==> src/hdl/ntm_pkg.sv <==
// ntm_pkg: shared types and constants of the nearest three matcher.
// No dependencies; imported by every module of the block.
package ntm_pkg;

  localparam int NEIGHBOURS = 3;
  localparam int FEAT_W     = 16;
  localparam int ERR_W      = 16;
  localparam int DIST_W     = 34;
  localparam int ROOT_W     = 17;
  localparam int RANK_W     = 2;
  localparam int SLOT_W     = (NEIGHBOURS > 1) ? $clog2(NEIGHBOURS) : 1;
  localparam int CNT_W      = $clog2(NEIGHBOURS + 1);
  localparam int CFG_AW     = 4;
  localparam int CFG_DW     = 32;

  typedef enum logic [1:0] {
    REG_CARBS  = 2'd0,
    REG_STRESS = 2'd1,
    REG_HOUR   = 2'd2
  } reg_idx_t;

  typedef struct packed {
    logic [FEAT_W-1:0] carbs;
    logic [FEAT_W-1:0] stress;
    logic [FEAT_W-1:0] hour;
  } query_t;

  typedef struct packed {
    logic start;
    logic done;
  } unit_ctl_t;

endpackage

==> src/hdl/ntm_if.sv <==
// ntm_if: valid/ready channel interfaces for entry words and match words.
// Depends on ntm_pkg for field widths.
interface ntm_in_if import ntm_pkg::*; ();
  logic              valid;
  logic              ready;
  logic [FEAT_W-1:0] entry_carbs;
  logic [FEAT_W-1:0] entry_stress;
  logic [FEAT_W-1:0] entry_hour;
  logic signed [ERR_W-1:0] entry_error;
  logic              final_entry;

  modport source (output valid, entry_carbs, entry_stress, entry_hour, entry_error,
                  final_entry, input ready);
  modport sink   (input valid, entry_carbs, entry_stress, entry_hour, entry_error,
                  final_entry, output ready);
endinterface

interface ntm_out_if import ntm_pkg::*; ();
  logic              valid;
  logic              ready;
  logic [ROOT_W-1:0] match_distance;
  logic signed [ERR_W-1:0] match_error;
  logic [RANK_W-1:0] match_rank;
  logic              last_match;

  modport source (output valid, match_distance, match_error, match_rank, last_match,
                  input ready);
  modport sink   (input valid, match_distance, match_error, match_rank, last_match,
                  output ready);
endinterface

==> src/hdl/ntm_cfg.sv <==
// ntm_cfg: APB-style register file holding the query point.
// Depends on ntm_pkg.
module ntm_cfg import ntm_pkg::*; (
  input  logic              clk,
  input  logic              rst_n,
  input  logic              cfg_psel,
  input  logic              cfg_penable,
  input  logic              cfg_pwrite,
  input  logic [CFG_AW-1:0] cfg_paddr,
  input  logic [CFG_DW-1:0] cfg_pwdata,
  output logic [CFG_DW-1:0] cfg_prdata,
  output logic              cfg_pready,
  output query_t            query
);

  query_t   query_r;
  logic     wr_en;
  logic [1:0] idx;

  assign cfg_pready = 1'b1;
  assign idx   = cfg_paddr[3:2];
  assign wr_en = cfg_psel && cfg_penable && cfg_pwrite;
  assign query = query_r;

  always_ff @(posedge clk) begin
    if (!rst_n) begin
      query_r <= '0;
    end else if (wr_en) begin
      case (idx)
        REG_CARBS:  query_r.carbs  <= cfg_pwdata[FEAT_W-1:0];
        REG_STRESS: query_r.stress <= cfg_pwdata[FEAT_W-1:0];
        REG_HOUR:   query_r.hour   <= cfg_pwdata[FEAT_W-1:0];
        default: ;
      endcase
    end
  end

  always_comb begin
    case (idx)
      REG_CARBS:  cfg_prdata = CFG_DW'(query_r.carbs);
      REG_STRESS: cfg_prdata = CFG_DW'(query_r.stress);
      REG_HOUR:   cfg_prdata = CFG_DW'(query_r.hour);
      default:    cfg_prdata = '0;
    endcase
  end

endmodule

==> src/hdl/ntm_dist.sv <==
// ntm_dist: squared distance over three features on one shared multiplier,
// one feature per cycle. Depends on ntm_pkg.
module ntm_dist import ntm_pkg::*; (
  input  logic              clk,
  input  logic              rst_n,
  input  logic              start,
  input  logic [FEAT_W-1:0] carbs,
  input  logic [FEAT_W-1:0] stress,
  input  logic [FEAT_W-1:0] hour,
  input  query_t            query,
  output logic              done,
  output logic [DIST_W-1:0] dist_sq
);

  logic [FEAT_W-1:0]   carbs_r, stress_r, hour_r;
  logic [1:0]          cnt_r;
  logic                busy_r, done_r;
  logic [DIST_W-1:0]   acc_r;
  logic [FEAT_W-1:0]   a, b, diff;
  logic [2*FEAT_W-1:0] prod;

  always_comb begin
    case (cnt_r)
      REG_CARBS:  begin a = carbs_r;  b = query.carbs;  end
      REG_STRESS: begin a = stress_r; b = query.stress; end
      default:    begin a = hour_r;   b = query.hour;   end
    endcase
    diff = (a >= b) ? (a - b) : (b - a);
    prod = diff * diff;
  end

  always_ff @(posedge clk) begin
    if (!rst_n) begin
      busy_r <= 1'b0;
      done_r <= 1'b0;
      cnt_r  <= '0;
    end else begin
      done_r <= 1'b0;
      if (start) begin
        busy_r <= 1'b1;
        cnt_r  <= '0;
      end else if (busy_r) begin
        cnt_r <= cnt_r + 2'd1;
        if (cnt_r == REG_HOUR) begin
          busy_r <= 1'b0;
          done_r <= 1'b1;
        end
      end
    end
  end

  always_ff @(posedge clk) begin
    if (start) begin
      carbs_r  <= carbs;
      stress_r <= stress;
      hour_r   <= hour;
      acc_r    <= '0;
    end else if (busy_r) begin
      acc_r <= acc_r + DIST_W'(prod);
    end
  end

  assign done    = done_r;
  assign dist_sq = acc_r;

endmodule

==> src/hdl/ntm_sqrt.sv <==
// ntm_sqrt: bit-serial floor square root, one result bit per cycle.
// Depends on ntm_pkg.
module ntm_sqrt import ntm_pkg::*; (
  input  logic              clk,
  input  logic              rst_n,
  input  logic              start,
  input  logic [DIST_W-1:0] operand,
  output logic              done,
  output logic [ROOT_W-1:0] root
);

  localparam int BIT_W = 2 * ROOT_W - 1;

  logic              busy_r, done_r;
  logic [DIST_W-1:0] v_r, res_r;
  logic [BIT_W-1:0]  bit_r;
  logic [DIST_W:0]   trial;
  logic              take;

  assign trial = {1'b0, res_r} + (DIST_W+1)'(bit_r);
  assign take  = {1'b0, v_r} >= trial;

  always_ff @(posedge clk) begin
    if (!rst_n) begin
      busy_r <= 1'b0;
      done_r <= 1'b0;
    end else if (start) begin
      busy_r <= 1'b1;
      done_r <= 1'b0;
    end else if (busy_r && bit_r[0]) begin
      busy_r <= 1'b0;
      done_r <= 1'b1;
    end
  end

  always_ff @(posedge clk) begin
    if (start) begin
      v_r   <= operand;
      res_r <= '0;
      bit_r <= {1'b1, {(BIT_W-1){1'b0}}};
    end else if (busy_r) begin
      if (take) begin
        v_r   <= v_r - trial[DIST_W-1:0];
        res_r <= (res_r >> 1) + DIST_W'(bit_r);
      end else begin
        res_r <= res_r >> 1;
      end
      bit_r <= bit_r >> 2;
    end
  end

  assign done = done_r;
  assign root = res_r[ROOT_W-1:0];

endmodule

==> src/hdl/nearest_three_matcher.sv <==
// nearest_three_matcher: top level, sequencer and sorted nearest slots.
// Depends on ntm_pkg, ntm_if, ntm_cfg, ntm_dist, ntm_sqrt.
//
//   channel  | kind        | moves
//   in_ch    | valid/ready | entry word: features, error, final flag
//   out_ch   | valid/ready | match word: root distance, error, rank, last
//   cfg_*    | APB rd/wr   | query carbs, stress, hour
//
// An entry passes through accept, a multiply-accumulate step per feature on the
// shared multiplier, the registered done and the slot insertion. A final entry
// then runs, per kept slot, a start, a 17-step square root and an output
// load. in_ch.ready is high only while idle; the output register may
// still hold the last match while the next entry is taken. out_ch stalls
// freeze the root sequence. Reset is synchronous and empties the slots.
module nearest_three_matcher import ntm_pkg::*; (
  input  logic              clk,
  input  logic              rst_n,
  ntm_in_if.sink            in_ch,
  ntm_out_if.source         out_ch,
  input  logic              cfg_psel,
  input  logic              cfg_penable,
  input  logic              cfg_pwrite,
  input  logic [CFG_AW-1:0] cfg_paddr,
  input  logic [CFG_DW-1:0] cfg_pwdata,
  output logic [CFG_DW-1:0] cfg_prdata,
  output logic              cfg_pready
);

  typedef enum logic [3:0] {
    S_IDLE = 4'b0001,
    S_DIST = 4'b0010,
    S_INS  = 4'b0100,
    S_ROOT = 4'b1000
  } state_t;

  state_t state_r, state_nxt;

  query_t            query;
  unit_ctl_t         dist_ctl, sqrt_ctl;
  logic [DIST_W-1:0] dist_sq;
  logic [ROOT_W-1:0] root;

  logic [DIST_W-1:0] slot_d_r   [NEIGHBOURS];
  logic [ERR_W-1:0]  slot_e_r   [NEIGHBOURS];
  logic [DIST_W-1:0] slot_d_nxt [NEIGHBOURS];
  logic [ERR_W-1:0]  slot_e_nxt [NEIGHBOURS];
  logic [CNT_W-1:0]  filled_r, filled_nxt;
  logic [SLOT_W-1:0] rank_r, rank_nxt;
  logic              final_r;
  logic [ERR_W-1:0]  err_r;
  logic              start_r, start_nxt;

  logic              out_v_r, out_v_nxt;
  logic [ROOT_W-1:0] out_d_r;
  logic [ERR_W-1:0]  out_e_r;
  logic [RANK_W-1:0] out_k_r;
  logic              out_l_r;
  logic              load_out;
  logic              is_last;

  logic [NEIGHBOURS-1:0] le;
  logic [CNT_W-1:0]      pos;
  logic                  in_acc;

  ntm_cfg u_cfg (
    .clk(clk), .rst_n(rst_n),
    .cfg_psel(cfg_psel), .cfg_penable(cfg_penable), .cfg_pwrite(cfg_pwrite),
    .cfg_paddr(cfg_paddr), .cfg_pwdata(cfg_pwdata), .cfg_prdata(cfg_prdata),
    .cfg_pready(cfg_pready), .query(query)
  );

  assign in_acc         = in_ch.valid && in_ch.ready;
  assign in_ch.ready    = (state_r == S_IDLE);
  assign dist_ctl.start = in_acc;
  assign sqrt_ctl.start = start_r;

  ntm_dist u_dist (
    .clk(clk), .rst_n(rst_n), .start(dist_ctl.start),
    .carbs(in_ch.entry_carbs), .stress(in_ch.entry_stress), .hour(in_ch.entry_hour),
    .query(query), .done(dist_ctl.done), .dist_sq(dist_sq)
  );

  ntm_sqrt u_sqrt (
    .clk(clk), .rst_n(rst_n), .start(sqrt_ctl.start),
    .operand(slot_d_r[rank_r]), .done(sqrt_ctl.done), .root(root)
  );

  always_comb begin
    pos = '0;
    for (int i = 0; i < NEIGHBOURS; i++) begin
      le[i] = (CNT_W'(i) < filled_r) && (slot_d_r[i] <= dist_sq);
      pos   = pos + CNT_W'(le[i]);
    end
    for (int i = 0; i < NEIGHBOURS; i++) begin
      slot_d_nxt[i] = slot_d_r[i];
      slot_e_nxt[i] = slot_e_r[i];
      if (CNT_W'(i) == pos) begin
        slot_d_nxt[i] = dist_sq;
        slot_e_nxt[i] = err_r;
      end else if ((CNT_W'(i) > pos) && (i > 0)) begin
        slot_d_nxt[i] = slot_d_r[(i > 0) ? i - 1 : 0];
        slot_e_nxt[i] = slot_e_r[(i > 0) ? i - 1 : 0];
      end
    end
  end

  assign is_last  = (CNT_W'(rank_r) + CNT_W'(1)) == filled_r;
  assign load_out = (state_r == S_ROOT) && sqrt_ctl.done && !start_r &&
                    (!out_v_r || out_ch.ready);

  always_comb begin
    state_nxt  = state_r;
    filled_nxt = filled_r;
    rank_nxt   = rank_r;
    start_nxt  = 1'b0;
    out_v_nxt  = out_v_r && !out_ch.ready;
    case (state_r)
      S_IDLE: begin
        if (in_acc) state_nxt = S_DIST;
      end
      S_DIST: begin
        if (dist_ctl.done) state_nxt = S_INS;
      end
      S_INS: begin
        if ((pos < CNT_W'(NEIGHBOURS)) && (filled_r < CNT_W'(NEIGHBOURS)))
          filled_nxt = filled_r + CNT_W'(1);
        if (final_r) begin
          state_nxt = S_ROOT;
          rank_nxt  = '0;
          start_nxt = 1'b1;
        end else begin
          state_nxt = S_IDLE;
        end
      end
      S_ROOT: begin
        if (load_out) begin
          out_v_nxt = 1'b1;
          if (is_last) begin
            filled_nxt = '0;
            state_nxt  = S_IDLE;
          end else begin
            rank_nxt  = rank_r + SLOT_W'(1);
            start_nxt = 1'b1;
          end
        end
      end
      default: state_nxt = S_IDLE;
    endcase
  end

  always_ff @(posedge clk) begin
    if (!rst_n) begin
      state_r  <= S_IDLE;
      filled_r <= '0;
      rank_r   <= '0;
      start_r  <= 1'b0;
      out_v_r  <= 1'b0;
    end else begin
      state_r  <= state_nxt;
      filled_r <= filled_nxt;
      rank_r   <= rank_nxt;
      start_r  <= start_nxt;
      out_v_r  <= out_v_nxt;
    end
  end

  always_ff @(posedge clk) begin
    if (in_acc) begin
      final_r <= in_ch.final_entry;
      err_r   <= in_ch.entry_error;
    end
    if ((state_r == S_INS) && (pos < CNT_W'(NEIGHBOURS))) begin
      slot_d_r <= slot_d_nxt;
      slot_e_r <= slot_e_nxt;
    end
    if (load_out) begin
      out_d_r <= root;
      out_e_r <= slot_e_r[rank_r];
      out_k_r <= RANK_W'(rank_r);
      out_l_r <= is_last;
    end
  end

  assign out_ch.valid          = out_v_r;
  assign out_ch.match_distance = out_d_r;
  assign out_ch.match_error    = out_e_r;
  assign out_ch.match_rank     = out_k_r;
  assign out_ch.last_match     = out_l_r;

endmodule

==> src/flat_wrapper.sv <==
// flat-port wrapper written by rule: the top's interface ports become plain ports
module nearest_three_matcher_flat import ntm_pkg::*;
  (clk, rst_n, cfg_psel, cfg_penable, cfg_pwrite, cfg_paddr, cfg_pwdata, cfg_prdata, cfg_pready, in_ch_valid, in_ch_entry_carbs, in_ch_entry_stress, in_ch_entry_hour, in_ch_entry_error, in_ch_final_entry, in_ch_ready, out_ch_valid, out_ch_match_distance, out_ch_match_error, out_ch_match_rank, out_ch_last_match, out_ch_ready);
  ntm_in_if in_ch_i ();
  ntm_out_if out_ch_i ();
  input  logic clk;
  input  logic rst_n;
  input  logic cfg_psel;
  input  logic cfg_penable;
  input  logic cfg_pwrite;
  input  logic [CFG_AW-1:0] cfg_paddr;
  input  logic [CFG_DW-1:0] cfg_pwdata;
  output logic [CFG_DW-1:0] cfg_prdata;
  output logic cfg_pready;
  input wire logic [$bits(in_ch_i.valid)-1:0] in_ch_valid;
  input wire logic [$bits(in_ch_i.entry_carbs)-1:0] in_ch_entry_carbs;
  input wire logic [$bits(in_ch_i.entry_stress)-1:0] in_ch_entry_stress;
  input wire logic [$bits(in_ch_i.entry_hour)-1:0] in_ch_entry_hour;
  input wire logic [$bits(in_ch_i.entry_error)-1:0] in_ch_entry_error;
  input wire logic [$bits(in_ch_i.final_entry)-1:0] in_ch_final_entry;
  output wire logic [$bits(in_ch_i.ready)-1:0] in_ch_ready;
  output wire logic [$bits(out_ch_i.valid)-1:0] out_ch_valid;
  output wire logic [$bits(out_ch_i.match_distance)-1:0] out_ch_match_distance;
  output wire logic [$bits(out_ch_i.match_error)-1:0] out_ch_match_error;
  output wire logic [$bits(out_ch_i.match_rank)-1:0] out_ch_match_rank;
  output wire logic [$bits(out_ch_i.last_match)-1:0] out_ch_last_match;
  input wire logic [$bits(out_ch_i.ready)-1:0] out_ch_ready;
  assign in_ch_i.valid = in_ch_valid;
  assign in_ch_i.entry_carbs = in_ch_entry_carbs;
  assign in_ch_i.entry_stress = in_ch_entry_stress;
  assign in_ch_i.entry_hour = in_ch_entry_hour;
  assign in_ch_i.entry_error = in_ch_entry_error;
  assign in_ch_i.final_entry = in_ch_final_entry;
  assign in_ch_ready = in_ch_i.ready;
  assign out_ch_valid = out_ch_i.valid;
  assign out_ch_match_distance = out_ch_i.match_distance;
  assign out_ch_match_error = out_ch_i.match_error;
  assign out_ch_match_rank = out_ch_i.match_rank;
  assign out_ch_last_match = out_ch_i.last_match;
  assign out_ch_i.ready = out_ch_ready;
  nearest_three_matcher u_core (.clk(clk), .rst_n(rst_n), .in_ch(in_ch_i), .out_ch(out_ch_i), .cfg_psel(cfg_psel), .cfg_penable(cfg_penable), .cfg_pwrite(cfg_pwrite), .cfg_paddr(cfg_paddr), .cfg_pwdata(cfg_pwdata), .cfg_prdata(cfg_prdata), .cfg_pready(cfg_pready));
endmodule
==> config.mk <==
export PLATFORM = sky130hd
export DESIGN_NAME = nearest_three_matcher_flat
export DESIGN_NICKNAME = d
export VERILOG_FILES = /design/src/hdl/ntm_pkg.sv /design/src/hdl/ntm_if.sv /design/src/hdl/ntm_cfg.sv /design/src/hdl/ntm_dist.sv /design/src/hdl/ntm_sqrt.sv /design/src/hdl/nearest_three_matcher.sv /design/src/flat_wrapper.sv
export SDC_FILE = /design/constraint.sdc
export NUM_CORES = 2
export LEC_CHECK = 0
export ABC_AREA = 1
export BUFFER_PORTS_ARGS = -buffer_cell sky130_fd_sc_hd__buf_2
export CORE_ASPECT_RATIO = 0.9
export CORE_MARGIN = 2
export CORE_UTILIZATION = 60
export DETAILED_ROUTE_END_ITERATION = 10
export PLACE_DENSITY = 0.78
export SLEW_MARGIN = 0
export SYNTH_ARGS = -nofsm -noshare
export SYNTH_HDL_FRONTEND = slang
export SYNTH_SLANG_ARGS = --single-unit
export TNS_END_PERCENT = 10
==> constraint.sdc <==
create_clock -name clk -period 11.9 [get_ports clk]
set_clock_uncertainty 0.15 [all_clocks]
set_input_delay 1.19 -clock clk [delete_from_list [all_inputs] [get_ports clk]]
set_output_delay 1.19 -clock clk [all_outputs]
set_load 0.005 [all_outputs]
==> summary.md <==
| Metric | Value |
|---|---|
| Number of synthesized register bits | `434` |
| Vias in the first global route | `28958` |
| Critical path arrival | `10.63 ns` |
| Netlist cell types | `61` |
| Total global-route track usage | `29.7%` |
| WHS | `0.275 ns` |
| Drt total wl | `91.3 mm` |
| Crit start category | `flip-flop` |
| Endpoint class of the critical path | `flip-flop` |
| Mean routed wirelength per cell | `17.0 microns` |
| Post-CTS Setup Bufs | `0` |
| Synth Instances | `4477` |
| Register-to-register setup slack | `1.56 ns` |
| Initial antenna violation count | `4` |
| EDFF count, synth | `285` |
| Max-slew violations | `0` |
| Nets | `5179` |
| Detailed-placement wirelength estimate | `70.4 mm` |
| Remaining antenna violation count | `0` |
| Hold crit path type | `flip-flop to flip-flop` |
| Detailed Route Iter0 Violations | `2910` |
| Hold path depth | `0` |
| Cell Area, Synth | `35700 sq um` |
| Setup TNS Final | `0 ns` |
| # port buffers | `143` |
| Vias/cell | `5.57` |
| Max cap viols | `0` |
| Initial Util | `60.9%` |
| Clock sink count | `434` |
| Seq/Total Area, Yosys | `32.3%` |
| Num rows | `84` |
| FF-to-FF path depth | `37` |
| Die width | `261 microns` |
| Ys flop type | `edfxtp_1` |
| Yosys warning count | `0` |
| Share of cells above drive strength 1 | `6.88%` |
| RSZ-0062 raised after global routing | `no` |
| RePlAce Congestion | `0.980` |
| Die height | `236 microns` |
| Final Hold Viols | `0` |
| First-pass GRT wire length | `148 mm` |
| Cts hold-fix bufs | `0` |
| Fmax | `96.7 MHz` |
| First-pass iteration count of the detailed router | `6` |
| Period minus WS final | `10.34 ns` |
| CP Max Fanout | `19` |
| Setup CP Type | `flip-flop to flip-flop` |
| Num ports | `179` |
| Cts bufs inserted | `47` |
| Actual transition at the worst max-transition pin | `1.14 ns` |
| Reg clk slew, reported paths | `0.06 ns` |
| Post_cts resized | `0` |
| Detailed-route DRC error count | `0` |
| Core box area | `58600 sq um` |
| Final count of negative-setup-slack endpoints | `0` |
| CTS tree | `built` |
| Worst path slowest cell | `inv_1` |
| CTS H-tree depth | `2` |
| Syn_area_per_cell | `7.98 sq um` |
| Headroom to the max-slew limit | `23.7%` |
| Vias post-DR | `29948` |
| Period utilisation layout | `86.9%` |
| Area delta synth->final | `7.78%` |
| CP max stage delay | `0.61 ns` |
| Async S/R FF share, synth | `0%` |
| Buffers from clock root to sink, at most | `3` |
| Req. time, crit path | `12.20 ns` |
| Grt total ovfl | `0` |
| Pin count of the biggest net entering global routing | `83` |
| Die area | `61500 sq um` |
| Most frequent CP cell | `inv_1` |
| Worst skew pair latency | `0.61 ns` |
| Outcome | `finished, final reports clean` |
| Root buffer cell | `clkbuf_16` |
final timing paths:
path	start	to
setup / recovery	u_core.u_dist.cnt_r[0]$_SDFFE_PP0P_	u_core.u_dist.dist_sq[27]$_SDFFE_PP0P_
setup reg to reg	u_core.u_dist.cnt_r[0]$_SDFFE_PP0P_	u_core.u_dist.dist_sq[27]$_SDFFE_PP0P_
hold / removal	u_core.u_dist.dist_sq[30]$_SDFFE_PP0P_	u_core.slot_d_r[98]$_DFFE_PP_
hold reg to reg	u_core.u_dist.dist_sq[30]$_SDFFE_PP0P_	u_core.slot_d_r[98]$_DFFE_PP_
layout by cell type, fill, tap and decap left out, types with 17 or more instances in the layout:
cell type	count
o22ai_1	18
a21oi_1	302
o21bai_1	19
ha_1	316
nand3_1	176
o211ai_1	24
o221ai_1	22
inv_1	761
o21ai_0	338
nor2_1	414
nand2_1	879
clkbuf_1	21
dfxtp_1	147
inv_2	19
nand4_1	39
nor3_1	36
conb_1	17
clkbuf_16	48
buf_2	143
xnor2_1	38
nand2_2	19
o31ai_1	23
buf_4	23
fa_1	198
edfxtp_1	285
xor2_1	77
stage by stage:
step	setup slack, ns	instances	util [%]	instance area [sq um]
2_1_floorplan	3.57	4492	-	35800
3_3_place_gp	1.74	5282	63.1	37000
3_5_place_dp	1.63	5282	63.1	37000
4_1_cts	1.57	5370	65.7	38500
5_1_grt	0.924	5374	65.7	38500
6_report	1.56	5374	65.7	38500
critical path, delay by kind of cell (launching register included):
| family | cells | cell delay, ns |
|---|---|---|
| fa+ha+maj | 10 | 4.80 |
| flops | 1 | 0.36 |
| simple gates | 9 | 1.49 |
| compound gates | 9 | 1.79 |
| buf+inv | 9 | 1.62 |
Yosys cell counts (4+ instances only):
cell | instances | area [sq um]
clkbuf_1 | 103 | 387
nor3b_1 | 5 | 37.5
inv_1 | 761 | 2860
nor3_1 | 37 | 185
edfxtp_1 | 285 | 8560
o21ai_2 | 5 | 43.8
xnor2_1 | 38 | 333
buf_1 | 6 | 22.5
a21oi_1 | 304 | 1520
or2_2 | 4 | 25.0
o21ai_0 | 338 | 1690
o2111ai_1 | 4 | 35.0
nor4_1 | 9 | 56.3
nor2_4 | 10 | 113
o31ai_1 | 23 | 173
nand3b_1 | 10 | 75.1
nor2_1 | 418 | 1570
o21a_1 | 14 | 105
a22o_1 | 15 | 131
o21ai_1 | 13 | 65.1
buf_2 | 10 | 50.1
nand4_1 | 39 | 244
inv_2 | 19 | 71.3
xor2_1 | 77 | 674
o22ai_1 | 18 | 113
a211oi_1 | 8 | 60.1
nand2_4 | 4 | 45.0
o221ai_1 | 22 | 193
nand2_2 | 17 | 106
a31oi_1 | 10 | 62.6
a21o_1 | 16 | 120
a21boi_0 | 4 | 30.0
fa_1 | 198 | 3960
clkinv_1 | 6 | 22.5
nand2_1 | 881 | 3310
buf_4 | 23 | 173
o21bai_1 | 19 | 143
nand3_1 | 176 | 881
dfxtp_1 | 149 | 2980
buf_6 | 8 | 90.1
ha_1 | 316 | 3950
o211ai_1 | 24 | 180
state kept, by name, summed over array words and instances (netlist names), 2 cells and up:
register / flops
u_core.err_r: 16
u_core.u_sqrt.v_r: 34
u_core.u_dist.hour_r: 16
u_core.u_dist.carbs_r: 16
u_core.slot_d_r: 102
u_core.slot_e_r: 48
u_core.u_sqrt.res_r: 34
u_core.u_cfg.query: 48
u_core.out_ch.match_distance: 17
u_core.u_sqrt.bit_r: 17
u_core.out_ch.match_rank: 2
u_core.state_r: 4
u_core.u_dist.cnt_r: 2
u_core.u_dist.dist_sq: 34
u_core.u_dist.stress_r: 16
u_core.rank_r: 2
u_core.out_ch.match_error: 16
u_core.filled_r: 2
routing by layer:
metal | track usage [%] | vias up | part of all wire [%]
met3 | 3.51 | 160 | 6.4
met5 | 0 | - | 0
met1 | 40.6 | 13989 | 44
met4 | 8.66 | 0 | 2.8
met2 | 49.6 | 1077 | 47
li1 | - | 14722 | -
area by class of cell:
type | instances | area [sq um]
Antenna cell | 4 | 10.0
Clock buffer | 71 | 1310
Clock inverter | 17 | 210
Fill cell | 5039 | 20100
Inverter | 787 | 2960
Multi-Input combinational cell | 3121 | 20600
Sequential cell | 434 | 11500
Tap cell | 774 | 968
Timing Repair Buffer | 166 | 888
logic make-up (layout without fill, tap and decap cells):
kind of cell             count (synthesis)  after routing  synth area share (%)
AND/OR/NAND/NOR                       1626           1626                  19.0
XOR/XNOR                               116            116                  2.86
buffers and inverters                  937           1041                  10.3
flip-flops                             434            434                  32.3
AO/OA/AOI/OAI                          848            848                  13.4
adder cells (fa/ha/maj)                514            514                  22.2
other                                    2             21                0.0210
Power is not shown: default switching activity piles up to over one toggle a cycle in this logic, so the estimate is an artifact.
